===== config.mk =====
export PLATFORM = sky130hd
export DESIGN_NAME = exp_golomb_bit_writer_unit_flat
export DESIGN_NICKNAME = d
export VERILOG_FILES = /design/src/ebw_pkg.sv /design/src/ebw_in_if.sv /design/src/ebw_out_if.sv /design/src/ebw_datapath.sv /design/src/ebw_ctrl.sv /design/src/exp_golomb_bit_writer_unit.sv /design/src/flat_wrapper.sv
export SDC_FILE = /design/constraint.sdc
export NUM_CORES = 1
export LEC_CHECK = 0
export BUFFER_PORTS_ARGS = -buffer_cell sky130_fd_sc_hd__buf_2
export CAP_MARGIN = 30
export CELL_PAD_IN_SITES_DETAIL_PLACEMENT = 1
export CELL_PAD_IN_SITES_GLOBAL_PLACEMENT = 1
export CORE_ASPECT_RATIO = 0.7
export CORE_MARGIN = 8
export CORE_UTILIZATION = 42
export DETAILED_ROUTE_END_ITERATION = 16
export PLACE_DENSITY = 0.77
export SLEW_MARGIN = 10
export SYNTH_ARGS = -nofsm -noshare
export SYNTH_HDL_FRONTEND = slang
export SYNTH_SLANG_ARGS = --single-unit

===== constraint.sdc =====
create_clock -name clk_i -period 8.6 [get_ports clk_i]
set_input_delay 1.72 -clock clk_i [delete_from_list [all_inputs] [get_ports clk_i]]
set_output_delay 1.72 -clock clk_i [all_outputs]
set_load 0.01 [all_outputs]

===== src/ebw_pkg.sv =====
// ----------------------------------------------------------------------------
// ebw_pkg
// Shared modes, widths and controller/datapath handshake types for the
// Exp-Golomb bit writer.
// ----------------------------------------------------------------------------
`default_nettype none

package ebw_pkg;

  localparam logic [2:0] MODE_FIXED = 3'd0;
  localparam logic [2:0] MODE_UEG   = 3'd1;
  localparam logic [2:0] MODE_SEG   = 3'd2;
  localparam logic [2:0] MODE_ALIGN = 3'd3;
  localparam logic [2:0] MODE_TRAIL = 3'd4;

  localparam int unsigned ModeW       = 3;
  localparam int unsigned CountW      = 6;
  localparam int unsigned ValueW      = 32;
  localparam int unsigned ByteBits    = 8;
  localparam int unsigned MaxFixedBits = 32;
  localparam int unsigned CodeW       = ValueW + 1;

  typedef struct packed {
    logic load;
    logic coarse;
    logic fine;
    logic step;
  } cmd_t;

  typedef struct packed {
    logic can_step;
    logic more;
  } sts_t;

endpackage

`default_nettype wire


===== src/ebw_in_if.sv =====
// ----------------------------------------------------------------------------
// ebw_in_if
// Syntax element channel: valid/ready with one element per beat.
// ----------------------------------------------------------------------------
`default_nettype none

interface ebw_in_if;
  logic               valid;
  logic               ready;
  logic [2:0]         mode;
  logic [5:0]         bit_count;
  logic [31:0]        unsigned_value;
  logic signed [31:0] signed_value;
  logic               fill_bit;

  modport source (
    output valid, mode, bit_count, unsigned_value, signed_value, fill_bit,
    input  ready
  );
  modport sink (
    input  valid, mode, bit_count, unsigned_value, signed_value, fill_bit,
    output ready
  );
endinterface

`default_nettype wire


===== src/ebw_out_if.sv =====
// ----------------------------------------------------------------------------
// ebw_out_if
// Byte stream channel: valid/ready with one byte and its last flag per beat.
// ----------------------------------------------------------------------------
`default_nettype none

interface ebw_out_if;
  logic       valid;
  logic       ready;
  logic [7:0] out_byte;
  logic       last_byte;

  modport source (output valid, out_byte, last_byte, input ready);
  modport sink (input valid, out_byte, last_byte, output ready);
endinterface

`default_nettype wire


===== src/ebw_datapath.sv =====
// ----------------------------------------------------------------------------
// ebw_datapath
// Code formation, two-step normalization, byte packer and output register.
// ----------------------------------------------------------------------------
`default_nettype none

module ebw_datapath (
  input  wire logic               clk_i,
  input  wire logic               rst_ni,
  input  wire ebw_pkg::cmd_t      cmd_i,
  input  wire logic [2:0]         mode_i,
  input  wire logic [5:0]         bit_count_i,
  input  wire logic [31:0]        unsigned_value_i,
  input  wire logic signed [31:0] signed_value_i,
  input  wire logic               fill_bit_i,
  input  wire logic               out_ready_i,
  output ebw_pkg::sts_t           sts_o,
  output logic                    out_valid_o,
  output logic [7:0]              out_byte_o,
  output logic                    last_byte_o
);

  function automatic logic [2:0] lead_one(input logic [7:0] v);
    logic [2:0] p;
    p = '0;
    for (int i = 0; i < 8; i++) begin
      if (v[i]) p = 3'(i);
    end
    return p;
  endfunction

  logic [ebw_pkg::CodeW-1:0] code_q, code_d;
  logic [ebw_pkg::CodeW-1:0] s_q;
  logic [5:0]                z_q, r_q;
  logic [7:0]                acc_q;
  logic [2:0]                pc_q;
  logic                      out_valid_q;
  logic [7:0]                out_byte_q;
  logic                      out_last_q;

  logic [5:0]                cnt_sat, fix_shift;
  logic [ebw_pkg::CodeW-1:0] fix_src;
  logic [31:0]               s_raw, mag;

  logic [31:0]               crs_t;
  logic [5:0]                crs_w;
  logic [2:0]                fine_p;

  logic [3:0]                space, kz, rem, ks, take, fill;
  logic [7:0]                top8, bits, acc_new;
  logic [5:0]                z_n, r_n;
  logic                      emit, last;

  always_comb begin
    cnt_sat   = (bit_count_i > 6'(ebw_pkg::MaxFixedBits)) ?
                6'(ebw_pkg::MaxFixedBits) : bit_count_i;
    fix_shift = 6'(ebw_pkg::MaxFixedBits) - cnt_sat;
    fix_src   = {unsigned_value_i, 1'b0} << fix_shift;
    s_raw     = unsigned'(signed_value_i);
    mag       = ~s_raw + 32'd1;
    if (mode_i == ebw_pkg::MODE_UEG) begin
      code_d = {1'b0, unsigned_value_i} + 33'd1;
    end else if (s_raw[31] || s_raw == 32'd0) begin
      code_d = {mag, 1'b1};
    end else begin
      code_d = {s_raw, 1'b0};
    end
  end

  always_comb begin
    priority if (code_q[31:24] != 8'd0) begin
      crs_t = code_q[31:0];
      crs_w = 6'd24;
    end else if (code_q[23:16] != 8'd0) begin
      crs_t = code_q[31:0] << 8;
      crs_w = 6'd16;
    end else if (code_q[15:8] != 8'd0) begin
      crs_t = code_q[31:0] << 16;
      crs_w = 6'd8;
    end else begin
      crs_t = code_q[31:0] << 24;
      crs_w = 6'd0;
    end
    fine_p = lead_one(s_q[32:25]);
  end

  always_comb begin
    space   = 4'(ebw_pkg::ByteBits) - {1'b0, pc_q};
    kz      = (z_q < 6'(space)) ? 4'(z_q) : space;
    rem     = space - kz;
    ks      = (r_q < 6'(rem)) ? 4'(r_q) : rem;
    take    = kz + ks;
    top8    = s_q[32:25];
    bits    = top8 >> (4'(ebw_pkg::ByteBits) - ks);
    acc_new = (acc_q << take) | bits;
    fill    = {1'b0, pc_q} + take;
    emit    = (fill == 4'(ebw_pkg::ByteBits));
    z_n     = z_q - 6'(kz);
    r_n     = r_q - 6'(ks);
    last    = ({1'b0, z_n} + {1'b0, r_n}) < 7'(ebw_pkg::ByteBits);
    sts_o.can_step = !emit || !out_valid_q || out_ready_i;
    sts_o.more     = (z_n != 6'd0) || (r_n != 6'd0);
  end

  always_ff @(posedge clk_i or negedge rst_ni) begin
    if (!rst_ni) begin
      acc_q       <= '0;
      pc_q        <= '0;
      out_valid_q <= 1'b0;
    end else begin
      if (cmd_i.step && emit) begin
        out_valid_q <= 1'b1;
      end else if (out_valid_q && out_ready_i) begin
        out_valid_q <= 1'b0;
      end
      if (cmd_i.step) begin
        if (emit) begin
          acc_q <= '0;
          pc_q  <= '0;
        end else begin
          acc_q <= acc_new;
          pc_q  <= fill[2:0];
        end
      end
    end
  end

  always_ff @(posedge clk_i) begin
    if (cmd_i.load) begin
      case (mode_i)
        ebw_pkg::MODE_FIXED: begin
          s_q <= fix_src;
          z_q <= '0;
          r_q <= cnt_sat;
        end
        ebw_pkg::MODE_UEG, ebw_pkg::MODE_SEG: begin
          code_q <= code_d;
        end
        ebw_pkg::MODE_ALIGN: begin
          s_q <= {ebw_pkg::CodeW{fill_bit_i}};
          z_q <= '0;
          r_q <= {3'b000, 3'(3'd0 - pc_q)};
        end
        ebw_pkg::MODE_TRAIL: begin
          s_q <= {1'b1, {(ebw_pkg::CodeW-1){1'b0}}};
          z_q <= '0;
          r_q <= 6'(4'(ebw_pkg::ByteBits) - {1'b0, pc_q});
        end
        default: begin
        end
      endcase
    end
    if (cmd_i.coarse) begin
      if (code_q[ebw_pkg::CodeW-1]) begin
        s_q <= code_q;
        z_q <= 6'(ebw_pkg::CodeW - 1);
      end else begin
        s_q <= {crs_t, 1'b0};
        z_q <= crs_w;
      end
    end
    if (cmd_i.fine) begin
      if (z_q == 6'(ebw_pkg::CodeW - 1)) begin
        r_q <= 6'(ebw_pkg::CodeW);
      end else begin
        s_q <= s_q << (3'd7 - fine_p);
        z_q <= z_q + 6'(fine_p);
        r_q <= z_q + 6'(fine_p) + 6'd1;
      end
    end
    if (cmd_i.step) begin
      s_q <= s_q << ks;
      z_q <= z_n;
      r_q <= r_n;
      if (emit) begin
        out_byte_q <= acc_new;
        out_last_q <= last;
      end
    end
  end

  assign out_valid_o = out_valid_q;
  assign out_byte_o  = out_byte_q;
  assign last_byte_o = out_last_q;

endmodule

`default_nettype wire


===== src/ebw_ctrl.sv =====
// ----------------------------------------------------------------------------
// ebw_ctrl
// Sequencer: accept an element, normalize Golomb codes, drive packing steps.
// ----------------------------------------------------------------------------
`default_nettype none

module ebw_ctrl (
  input  wire logic          clk_i,
  input  wire logic          rst_ni,
  input  wire logic          in_valid_i,
  input  wire logic [2:0]    mode_i,
  input  wire ebw_pkg::sts_t sts_i,
  output logic               in_ready_o,
  output ebw_pkg::cmd_t      cmd_o
);

  typedef enum logic [1:0] {
    ST_IDLE,
    ST_COARSE,
    ST_FINE,
    ST_STREAM
  } state_e;

  state_e state_q;
  logic   ready_q;
  logic   mode_ok, golomb;

  always_comb begin
    golomb  = (mode_i == ebw_pkg::MODE_UEG) || (mode_i == ebw_pkg::MODE_SEG);
    mode_ok = golomb || (mode_i == ebw_pkg::MODE_FIXED) ||
              (mode_i == ebw_pkg::MODE_ALIGN) || (mode_i == ebw_pkg::MODE_TRAIL);
    cmd_o.load   = in_valid_i && ready_q && mode_ok;
    cmd_o.coarse = (state_q == ST_COARSE);
    cmd_o.fine   = (state_q == ST_FINE);
    cmd_o.step   = (state_q == ST_STREAM) && sts_i.can_step;
  end

  always_ff @(posedge clk_i or negedge rst_ni) begin
    if (!rst_ni) begin
      state_q <= ST_IDLE;
      ready_q <= 1'b1;
    end else begin
      unique case (state_q)
        ST_IDLE: begin
          if (cmd_o.load) begin
            state_q <= golomb ? ST_COARSE : ST_STREAM;
            ready_q <= 1'b0;
          end
        end
        ST_COARSE: state_q <= ST_FINE;
        ST_FINE:   state_q <= ST_STREAM;
        ST_STREAM: begin
          if (cmd_o.step && !sts_i.more) begin
            state_q <= ST_IDLE;
            ready_q <= 1'b1;
          end
        end
      endcase
    end
  end

  assign in_ready_o = ready_q;

endmodule

`default_nettype wire


===== src/exp_golomb_bit_writer_unit.sv =====
// ----------------------------------------------------------------------------
// exp_golomb_bit_writer_unit
// Packs fixed-width fields, Exp-Golomb codes and alignment padding MSB first
// into a byte stream, flagging the last byte produced by each element.
//
//   channel | dir | beat contents
//   --------+-----+----------------------------------------------------------
//   in_i    | in  | mode, bit_count, unsigned_value, signed_value, fill_bit
//   out_o   | out | out_byte, last_byte
//
// One element at a time: accept, then coarse and fine normalize for Golomb
// modes, then packing steps of up to 8 bits (at most 9 steps), one per cycle
// unless stalled. The packing loop sets the rate: ready returns when it ends.
// The output register lets the next element in while the last byte waits.
// A step that completes a byte stalls while the output register is full.
// Reset clears the partial byte and its count; undefined modes are dropped.
// ----------------------------------------------------------------------------
`default_nettype none

module exp_golomb_bit_writer_unit (
  input wire logic clk_i,
  input wire logic rst_ni,
  ebw_in_if.sink   in_i,
  ebw_out_if.source out_o
);

  ebw_pkg::cmd_t cmd;
  ebw_pkg::sts_t sts;

  ebw_ctrl u_ctrl (
    .clk_i      (clk_i),
    .rst_ni     (rst_ni),
    .in_valid_i (in_i.valid),
    .mode_i     (in_i.mode),
    .sts_i      (sts),
    .in_ready_o (in_i.ready),
    .cmd_o      (cmd)
  );

  ebw_datapath u_datapath (
    .clk_i            (clk_i),
    .rst_ni           (rst_ni),
    .cmd_i            (cmd),
    .mode_i           (in_i.mode),
    .bit_count_i      (in_i.bit_count),
    .unsigned_value_i (in_i.unsigned_value),
    .signed_value_i   (in_i.signed_value),
    .fill_bit_i       (in_i.fill_bit),
    .out_ready_i      (out_o.ready),
    .sts_o            (sts),
    .out_valid_o      (out_o.valid),
    .out_byte_o       (out_o.out_byte),
    .last_byte_o      (out_o.last_byte)
  );

  a_coarse_then_fine: assert property (@(posedge clk_i) disable iff (!rst_ni)
    cmd.coarse |=> cmd.fine)
    else $error("normalize sequence broken");

  a_ready_only_idle: assert property (@(posedge clk_i) disable iff (!rst_ni)
    in_i.ready |-> !cmd.step && !cmd.coarse && !cmd.fine)
    else $error("input ready while busy");

  a_no_overwrite: assert property (@(posedge clk_i) disable iff (!rst_ni)
    (out_o.valid && !out_o.ready && !sts.can_step) |=> $stable(out_o.out_byte))
    else $error("pending output byte overwritten");

  a_load_clears_ready: assert property (@(posedge clk_i) disable iff (!rst_ni)
    cmd.load |=> !in_i.ready)
    else $error("ready held after accept");

endmodule

`default_nettype wire

===== src/flat_wrapper.sv =====
// flat-port wrapper written by rule: the top's interface ports become plain ports
module exp_golomb_bit_writer_unit_flat 
  (clk_i, rst_ni, in_i_valid, in_i_mode, in_i_bit_count, in_i_unsigned_value, in_i_signed_value, in_i_fill_bit, in_i_ready, out_o_valid, out_o_out_byte, out_o_last_byte, out_o_ready);
  ebw_in_if in_i_i ();
  ebw_out_if out_o_i ();
  input wire logic clk_i;
  input wire logic rst_ni;
  input wire logic [$bits(in_i_i.valid)-1:0] in_i_valid;
  input wire logic [$bits(in_i_i.mode)-1:0] in_i_mode;
  input wire logic [$bits(in_i_i.bit_count)-1:0] in_i_bit_count;
  input wire logic [$bits(in_i_i.unsigned_value)-1:0] in_i_unsigned_value;
  input wire logic [$bits(in_i_i.signed_value)-1:0] in_i_signed_value;
  input wire logic [$bits(in_i_i.fill_bit)-1:0] in_i_fill_bit;
  output wire logic [$bits(in_i_i.ready)-1:0] in_i_ready;
  output wire logic [$bits(out_o_i.valid)-1:0] out_o_valid;
  output wire logic [$bits(out_o_i.out_byte)-1:0] out_o_out_byte;
  output wire logic [$bits(out_o_i.last_byte)-1:0] out_o_last_byte;
  input wire logic [$bits(out_o_i.ready)-1:0] out_o_ready;
  assign in_i_i.valid = in_i_valid;
  assign in_i_i.mode = in_i_mode;
  assign in_i_i.bit_count = in_i_bit_count;
  assign in_i_i.unsigned_value = in_i_unsigned_value;
  assign in_i_i.signed_value = in_i_signed_value;
  assign in_i_i.fill_bit = in_i_fill_bit;
  assign in_i_ready = in_i_i.ready;
  assign out_o_valid = out_o_i.valid;
  assign out_o_out_byte = out_o_i.out_byte;
  assign out_o_last_byte = out_o_i.last_byte;
  assign out_o_i.ready = out_o_ready;
  exp_golomb_bit_writer_unit u_core (.clk_i(clk_i), .rst_ni(rst_ni), .in_i(in_i_i), .out_o(out_o_i));
endmodule

==> flow_metrics.py, run 1 <==
metrics = {
    "synth": {
        "synth_edf_count": 50,
        "async_flop_share_pct": 14.71,
        "synthCells": 1647,
        "synth_warnings": 0,
        "synth_area_mm2": 0.01269,
        "yosysTopAreaCell": "mux2i_1",
        "synth_top_area_share_pct": 15.77,
        "ys_seq_elements": 102,
        "synth_ff_type": "edfxtp_1",
        "synth_cell_types": 81,
        "ys_seq_area_share_pct": 20.63,
        "synthTopCellsByArea": "mux2i_1 16%, edfxtp_1 12%, nand2_1 6.3%, a21oi_1 6.0%, dfxtp_1 5.8%",
        "synth_nets": 1767,
        "avgSynthCellArea_um2": 7.708,
    },
    "worst_setup_path": {
        "worstPathArrival_ps": 8180,
        "max_stage_delay_ps": 640,
        "cpMostUsedCell": "ha_1",
        "cp_slowest_cell": "ha_1",
        "path_class": "reg2reg",
        "endpoint_kind": "flip-flop",
        "start_kind": "flip-flop",
        "crit_required_ps": 8650,
        "crit_fanout": 30,
    },
    "drt": {
        "routed_wirelength_um": 49380,
        "ant_nets": 0,
        "drc": 0,
        "drtPass1Iterations": 5,
        "routedWlPerCell_um": 23.74,
        "vias_per_cell": 6.427,
        "dr.first_iter.drc_count": 1368,
        "vias": 13368,
    },
    "grt": {
        "grt_overflow_total": 0,
        "grt_max_degree": 57,
        "grt_use_total_pct": 26.67,
        "antenna_found_initial": 0,
        "grt_pass1_vias": 13257,
        "grt_pass1_wl_um": 76940,
    },
    "final_layout": {
        "n_fill_cell": 3685,
        "drive_above_1_share_pct": 12.78,
        "final-seq-area_mm2": 0.002619,
        "area_delta_synth_final_pct": 9.087,
        "multi_input_area_mm2": 0.009513,
        "nets": 1782,
    },
    "die": {
        "ios": 89,
        "fp-row-count": 53,
        "dieArea_mm2": 0.03613,
        "core_mm2": 0.02991,
        "start_util_pct": 42.45,
        "die_w_um": 223.8,
        "die_y_um": 161.5,
    },
    "min_path": {
        "holdCritPathClass": "reg2reg",
    },
    "timing": {
        "setup_viol": 0,
        "period_share_pct": 94.51,
        "fin_worst_skew_ps": 11.74,
        "max_freq_mhz": 123.0,
        "hold_slack_ps": 534.0,
        "final_hold_viol_count": 0,
        "maxSlewViolCount": 0,
        "tightestPinTransition_ps": 1102,
        "period_needed_ps": 8128,
        "maxSlewHeadroom_pct": 26.50,
    },
    "clocking": {
        "clk_pin_slew_ps": 80,
        "cts_root_buf": "clkbuf_16",
        "clock_path_buffers": 2,
        "cts_max_level": 3,
        "cts_num_sinks": 102,
        "cts_tree": "yes",
        "cts_buffers": 9,
        "clock_latency_ps": 390,
        "hold_buffers": 0,
    },
    "placed_design": {
        "port_buffers": 88,
        "hpwl_um": 39250,
        "gp_congestion": 0.9862,
    },
    "run": {
        "drv_cap": 0,
    },
    "run_status": {
        "status": "finished, final reports clean",
    },
}
==> layer usage <==
metal	vias up	global-route usage (%)	share of wire (%)
li1	6102	-	-
met1	6652	37.30	46
met2	541	38.99	42
met3	73	9.130	10
met4	0	5.852	1.7
met5	-	0	0
==> flip-flops by register name (all words and copies together) (netlist names) <==
register	count
u_core.u_datapath.acc_q	8
u_core.u_datapath.r_q	6
u_core.u_datapath.out_valid_o	1
u_core.u_datapath.code_q	33
u_core.u_datapath.s_q	33
u_core.u_datapath.out_byte_o	8
u_core.u_datapath.z_q	6
u_core.u_ctrl.in_ready_o	1
u_core.u_datapath.last_byte_o	1
u_core.u_datapath.pc_q	3
u_core.u_ctrl.state_q	2
==> placed cells by master (no fill, tap or decap), types with 37 or more instances in the layout <==
cell,n
nand2_1,212
ha_1,38
o21ai_0,108
dfxtp_1,37
xnor2_1,55
inv_1,42
buf_2,89
edfxtp_1,50
nand3_1,38
mux2i_1,198
a21oi_1,150
nor2_1,161
==> path summary, 6_finish.rpt <==
check | startpoint | end | slack [ps] | cells past startpoint
min reg2reg | u_core.u_datapath.acc_q[6] | u_core.u_datapath.acc_q[6] | 530 | 2
max reg2reg | u_core.u_datapath.pc_q[0] | u_core.u_datapath.r_q[5] | 470 | 28
min | u_core.u_datapath.acc_q[6] | u_core.u_datapath.acc_q[6] | 530 | 2
max | u_core.u_datapath.pc_q[0] | u_core.u_datapath.r_q[5] | 470 | 28
min in group asynchronous | rst_ni | u_core.u_datapath.acc_q[2] | 1260 | 1
max in group asynchronous | rst_ni | u_core.u_ctrl.in_ready_o | 7000 | 1
==> critical path: cells and delay by family, from the launching register on <==
family	cells	cell delay, ps
flip-flops	1	440
AND/OR/NAND/NOR	2	430
multiplexers	1	300
AO/OA/AOI/OAI	9	2440
XOR/XNOR	3	770
buffers and inverters	6	950
adder cells (fa/ha/maj)	7	2460
==> Yosys cell counts, types with 7 or more instances <==
| cell | number |
|---|---|
| a21oi_1 | 151 |
| inv_1 | 42 |
| nor2b_1 | 12 |
| nand4_1 | 10 |
| nand2_1 | 212 |
| a21o_1 | 8 |
| edfxtp_1 | 50 |
| o211ai_1 | 24 |
| xor2_1 | 31 |
| mux4_2 | 19 |
| o22ai_1 | 11 |
| a31oi_1 | 22 |
| nand2b_1 | 11 |
| nor4_1 | 8 |
| a22oi_1 | 8 |
| dfrtp_1 | 14 |
| a22o_1 | 11 |
| nand3_1 | 38 |
| o21ai_0 | 108 |
| dfxtp_1 | 37 |
| a211oi_1 | 25 |
| buf_1 | 12 |
| o31ai_1 | 14 |
| mux2i_1 | 200 |
| buf_2 | 13 |
| and3_1 | 20 |
| o221ai_1 | 8 |
| o21bai_1 | 7 |
| nor2_1 | 163 |
| nor3_1 | 27 |
| o311ai_0 | 11 |
| clkbuf_1 | 88 |
| a221oi_1 | 16 |
| mux2_2 | 22 |
| xnor2_1 | 57 |
| ha_1 | 39 |
==> through the flow <==
stage / cells / area, um^2 / util (%) / setup TNS [ps] / setup slack [ps]
after global placement: 2054 / 13470 / 45.02 / 0 / 572.3
after CTS: 2073 / 13770 / 46.05 / 0 / 42.72
after detailed placement: 2057 / 13500 / 45.12 / -36.91 / -4.534
final: 2080 / 13850 / 46.30 / 0 / 471.7
after floorplan: 1647 / 12690 / - / 0 / 411.2
after global routing: 2079 / 13850 / 46.30 / -9.532 / -3.197
==> logic make-up (layout without fill, tap and decap cells) <==
family	after synthesis	in the layout	share of synthesized area [%]
flip-flops	102	102	20.63
other	0	1	0
AO/OA/AOI/OAI	462	462	22.88
AND/OR/NAND/NOR	542	542	19.14
adder cells (fa/ha/maj)	42	42	4.317
XOR/XNOR	91	91	6.505
buffers and inverters	166	186	5.332
multiplexers	242	242	21.20
==> repair_timing <==
action / in CTS / in global routing
cloned: 0 / 0
setup endpoints to repair: 9 / 76
setup buffers: 0 / 2
resized for setup: 1 / 1
pin swaps: 0 / 1
==> area by class of cell <==
cell class | count | share of cell area (%)
clock buffer | 10 | 1.653
antenna | 1 | 0.01807
clock inverter | 6 | 0.3253
multi-input combinational | 1379 | 68.69
tap | 412 | 3.722
timing repair buffer | 124 | 5.430
sequential | 102 | 18.91
inverter | 46 | 1.247
Power of run 1 is not shown: default switching activity piles up to over one toggle a cycle in this logic, so the estimate is an artifact.
==> run 2, diff against run 1 <==
--- a/config.mk
+++ b/config.mk
@@ -7,7 +7,7 @@
 export LEC_CHECK = 0
 export BUFFER_PORTS_ARGS = -buffer_cell sky130_fd_sc_hd__buf_2
 export CAP_MARGIN = 30
-export CELL_PAD_IN_SITES_DETAIL_PLACEMENT = 1
+export CELL_PAD_IN_SITES_DETAIL_PLACEMENT = 0
 export CELL_PAD_IN_SITES_GLOBAL_PLACEMENT = 1
 export CORE_ASPECT_RATIO = 0.7
 export CORE_MARGIN = 8
==> run 2 against run 1 <==
Compared with the run above:
- first-iteration DRC count grew 23%
- count of clock-buffer cells in the layout shrank 1
- design area grew 0.17%
- register-to-register slack gained 240 ps
- sequential share of layout area is essentially flat
- utilization grew 0.079 points
==> flow_metrics.py, run 2 (synthesis gave the netlist of run 1 again) <==
metrics = {
    "timing": {
        "grt_setup_unrepaired": "no",
        "period_needed_ps": 7893,
        "period_share_pct": 91.78,
        "final_hold_viol_count": 0,
        "finalSetupTns_ps": 0,
        "max_freq_mhz": 126.7,
        "maxSlewHeadroom_pct": 29.29,
        "fin_worst_skew_ps": 10.93,
        "setup_viol": 0,
        "maxSlewViolCount": 0,
        "tightestPinTransition_ps": 1061,
    },
    "placed_design": {
        "gp_congestion": 0.9862,
        "hpwl_um": 36160,
        "port_buffers": 88,
    },
    "worst_setup_path": {
        "max_stage_delay_ps": 480,
        "crit_fanout": 30,
        "cpMostUsedCell": "ha_1",
        "endpoint_kind": "flip-flop",
        "worstPathArrival_ps": 7950,
        "cp_slowest_cell": "a221oi_1",
        "crit_required_ps": 8660,
        "start_kind": "flip-flop",
        "path_class": "reg2reg",
    },
    "grt": {
        "grt_max_degree": 57,
        "grt_use_total_pct": 24.44,
        "antenna_found_initial": 0,
        "grt_pass1_wl_um": 70470,
        "grt_pass1_vias": 11866,
        "grt_overflow_total": 0,
    },
    "drt": {
        "vias": 12926,
        "vias_per_cell": 6.217,
        "dr.first_iter.drc_count": 1689,
        "routedWlPerCell_um": 21.90,
        "ant_nets": 0,
        "drtPass1Iterations": 6,
        "drc": 0,
        "routed_wirelength_um": 45540,
    },
    "die": {
        "core_mm2": 0.02991,
        "die_y_um": 161.5,
        "start_util_pct": 42.45,
        "fp-row-count": 53,
        "dieArea_mm2": 0.03613,
        "die_w_um": 223.8,
        "ios": 89,
    },
    "final_layout": {
        "final_common_cell": "nand2_1",
        "largest_registers": "u_core.u_datapath.code_q: 33 flops, u_core.u_datapath.s_q: 33 flops",
        "diodes": 0,
        "final-seq-area_mm2": 0.002619,
        "area_delta_synth_final_pct": 9.275,
        "n_fill_cell": 3042,
        "nets": 1782,
        "final_cell_mix": "212 x nand2_1, 198 x mux2i_1, 161 x nor2_1, 150 x a21oi_1, 108 x o21ai_0",
        "drive_above_1_share_pct": 12.78,
        "utilization_pct": 46.38,
        "multi_input_area_mm2": 0.009513,
    },
    "min_path": {
        "holdCritPathClass": "reg2reg",
    },
    "clocking": {
        "cts_num_sinks": 102,
        "clock_path_buffers": 2,
        "cts_root_buf": "clkbuf_16",
        "cts_tree": "yes",
        "cts_buffers": 9,
        "clock_latency_ps": 380,
        "hold_buffers": 0,
        "cts_max_level": 3,
        "clk_pin_slew_ps": 80,
    },
    "run": {
        "drv_cap": 0,
    },
    "run_status": {
        "status": "finished, final reports clean",
    },
}
## run 2: repair_timing
item | CTS | global route
setup buffers | 0 | 2
endpoints found under the setup margin | 0 | 63
gates resized for setup | 0 | 2
## run 2: layout make-up
cell class / instances / area share (%)
clock buffer: 9 / 1.624
clock inverter: 7 / 0.4780
inverter: 46 / 1.245
multi-input combinational: 1379 / 68.58
sequential: 102 / 18.88
tap: 412 / 3.716
timing repair buffer: 124 / 5.484
## run 2: worst paths after layout
| path | from | slack, ps | cells past startpoint | to |
|---|---|---|---|---|
| setup / recovery | u_core.u_datapath.pc_q[0] | 710 | 30 | u_core.u_datapath.r_q[0] |
| hold / removal | u_core.u_datapath.acc_q[7] | 540 | 1 | u_core.u_datapath.acc_q[7] |
| setup reg to reg | u_core.u_datapath.pc_q[0] | 710 | 30 | u_core.u_datapath.r_q[0] |
| hold reg to reg | u_core.u_datapath.acc_q[7] | 540 | 1 | u_core.u_datapath.acc_q[7] |
| max in group asynchronous | rst_ni | 7030 | 1 | u_core.u_ctrl.in_ready_o |
| min in group asynchronous | rst_ni | 1250 | 1 | u_core.u_datapath.acc_q[4] |
## run 2: through the flow
step,std cells,cell area [um^2],setup slack (ps),hold slack (ps)
floorplan,1647,12690,411.2,449.2
global placement,2054,13470,572.3,495.3
detailed placement,2057,13500,169.8,511.9
CTS,2073,13790,134.1,535.3
global route,2079,13870,149.6,547.7
finish,2079,13870,707.2,539.5
## run 2: worst max-delay path, delay by kind of cell (launching register included)
kind / cells / cell delay (ps)
AOI/OAI and AO/OA: 8 / 2150
adders and majority gates: 7 / 2090
buffers and inverters: 9 / 1210
xor gates and xnor gates: 3 / 1050
DFF: 1 / 430
and+or+nand+nor: 2 / 400
muxes: 1 / 220
## run 2: layer usage
metal | up-vias | track usage [%] | wire, um
met5 | - | 0 | 0
met4 | 0 | 3.732 | 405
li1 | 6095 | - | -
met2 | 602 | 33.63 | 18310
met3 | 29 | 7.754 | 5111
met1 | 6200 | 36.80 | 21710
Power of run 2 is left out for the same reason.
==> run 3, diff against run 2 <==
--- a/config.mk
+++ b/config.mk
@@ -5,15 +5,16 @@
 export SDC_FILE = /design/constraint.sdc
 export NUM_CORES = 1
 export LEC_CHECK = 0
-export BUFFER_PORTS_ARGS = -buffer_cell sky130_fd_sc_hd__buf_2
+export ABC_CLOCK_PERIOD_IN_PS = 8600
 export CAP_MARGIN = 30
 export CELL_PAD_IN_SITES_DETAIL_PLACEMENT = 0
 export CELL_PAD_IN_SITES_GLOBAL_PLACEMENT = 1
 export CORE_ASPECT_RATIO = 0.7
 export CORE_MARGIN = 8
-export CORE_UTILIZATION = 42
+export CORE_UTILIZATION = 45
 export DETAILED_ROUTE_END_ITERATION = 16
-export PLACE_DENSITY = 0.77
+export DONT_BUFFER_PORTS = 1
+export PLACE_DENSITY = 0.78
 export SLEW_MARGIN = 10
 export SYNTH_ARGS = -nofsm -noshare
 export SYNTH_HDL_FRONTEND = slang
==> run 3 against run 2 <==
Compared with the run above:
- wire length decreased by 1.4%
- setup slack lost 120 ps
- critical path type unchanged
- utilization grew 1.8 points
- final cell count down 6.1%
- sequential cell count stayed put
- count of clock-buffer cells in the layout did not move
- first-iteration DRC count is 6.0% lower
- clock skew is 3.2 ps higher
- die area is 6.1% lower
==> flow_metrics.py, run 3 (synthesis gave the netlist of run 1 again) <==
metrics = {
    "worst_setup_path": {
        "cpMostUsedCell": "ha_1",
        "critical_path_buf_inv_count": 11,
        "path_class": "reg2reg",
        "worstPathArrival_ps": 8310,
        "crit_required_ps": 8900,
        "max_stage_delay_ps": 530,
        "reg2reg_slack_ps": 590,
        "endpoint_kind": "flip-flop",
        "start_kind": "flip-flop",
        "cp_slowest_cell": "a221oi_1",
        "critical-path-top-delay-family": "compound AO/OA/AOI/OAI gates",
        "crit_fanout": 69,
    },
    "timing": {
        "finalSetupTns_ps": 0,
        "tightestPinTransition_ps": 1080,
        "period_needed_ps": 8012,
        "final_hold_viol_count": 0,
        "setup_viol": 0,
        "max_freq_mhz": 124.8,
        "maxSlewViolCount": 0,
        "period_share_pct": 93.16,
        "fin_worst_skew_ps": 14.12,
        "maxSlewHeadroom_pct": 27.56,
        "grt_setup_unrepaired": "no",
    },
    "run_status": {
        "status": "finished, final reports clean",
    },
    "die": {
        "die_w_um": 216.8,
        "dieArea_mm2": 0.03393,
        "fp-row-count": 51,
        "die_y_um": 156.5,
        "start_util_pct": 45.73,
        "core_mm2": 0.02776,
        "ios": 89,
    },
    "run": {
        "drv_cap": 0,
    },
    "final_layout": {
        "final_cell_mix": "212 x nand2_1, 198 x mux2i_1, 162 x nor2_1, 150 x a21oi_1, 108 x o21ai_0",
        "diodes": 0,
        "final_common_cell": "nand2_1",
        "largest_registers": "u_core.u_datapath.code_q: 33 flops, u_core.u_datapath.s_q: 33 flops",
        "fin_cells": 1953,
        "nets": 1697,
        "drive_above_1_share_pct": 8.028,
        "stdcell_area_mm2": 0.01336,
        "area_delta_synth_final_pct": 5.273,
        "utilization_pct": 48.15,
    },
    "clocking": {
        "cts_tree": "yes",
        "hold_buffers": 0,
        "clk_pin_slew_ps": 80,
        "clock_latency_ps": 370,
        "clock_path_buffers": 2,
        "cts_root_buf": "clkbuf_16",
        "cts_max_level": 3,
        "cts_num_sinks": 102,
        "cts_buffers": 9,
    },
    "placed_design": {
        "dp_cells": 1928,
        "gp_congestion": 0.9700,
        "hpwl_um": 35940,
        "port_buffers": 0,
        "dpl_cell_area_mm2": 0.01300,
    },
    "grt": {
        "antenna_found_initial": 0,
        "grt_pass1_vias": 11601,
        "grt_pass1_wl_um": 69720,
        "grt_overflow_total": 0,
        "grt_max_degree": 70,
        "grt_use_total_pct": 26.01,
    },
    "drt": {
        "routedWlPerCell_um": 23.00,
        "dr.first_iter.drc_count": 1588,
        "drtPass1Iterations": 6,
        "vias_per_cell": 6.422,
        "ant_nets": 0,
        "vias": 12543,
        "routed_wirelength_um": 44920,
        "drc": 0,
    },
    "min_path": {
        "holdCritPathClass": "reg2reg",
    },
}
-- run 3: cell types whose count changed in the layout (fill, tap and decap cells not counted), sizes merged --
cell	delta
clkbuf	+2
buf	-87
-- run 3: path summary, 6_finish.rpt --
| kind | from | to | depth (start not counted) |
|---|---|---|---|
| max | u_core.u_datapath.pc_q[0] | u_core.u_datapath.s_q[10] | 33 |
| min | u_core.u_datapath.acc_q[7] | u_core.u_datapath.acc_q[7] | 1 |
| min reg2reg | u_core.u_datapath.acc_q[7] | u_core.u_datapath.acc_q[7] | 1 |
| min in group asynchronous | rst_ni | u_core.u_datapath.acc_q[3] | 0 |
| max reg2reg | u_core.u_datapath.pc_q[0] | u_core.u_datapath.s_q[10] | 33 |
| max in group asynchronous | rst_ni | u_core.u_ctrl.in_ready_o | 0 |
-- run 3: layout make-up --
| cell class | instances | area (um^2) |
|---|---|---|
| fill | 2788 | 14390 |
| multi-input combinational | 1379 | 9505 |
| sequential | 102 | 2619 |
| tap | 371 | 464.2 |
| timing repair buffer | 39 | 311.5 |
| clock buffer | 9 | 225.2 |
| inverter | 46 | 172.7 |
| clock inverter | 7 | 66.31 |
-- run 3: stage by stage --
step	setup WS [ps]	hold WS, ps
final	588.0	513.1
after floorplan	411.2	449.2
after global placement	673.4	500.7
after global routing	54.60	548.1
after detailed placement	310.7	490.9
after CTS	252.1	513.2
-- run 3: worst reg2reg max path, delay by kind of cell, from the launching register on --
| family | cells | cell delay (ps) |
|---|---|---|
| flip-flops | 1 | 440 |
| buffers and inverters | 11 | 1740 |
| AO/OA/AOI/OAI | 10 | 2560 |
| XOR/XNOR | 3 | 830 |
| AND/OR/NAND/NOR | 1 | 100 |
| adder cells (fa/ha/maj) | 7 | 2040 |
| multiplexers | 1 | 250 |
-- run 3: layer usage --
metal / vias up / routed length, um / global-route usage, %
li1: 5948 / - / -
met1: 5997 / 21180 / 37.89
met2: 553 / 17680 / 35.13
met3: 45 / 5551 / 11.05
met4: 0 / 496 / 4.240
met5: - / 0 / 0
-- run 3: what timing repair did --
item / CTS / global route
resized for setup: 0 / 1
setup endpoints to repair: 0 / 48
buffers inserted: 0 / 4
Power of run 3 is left out for the same reason.
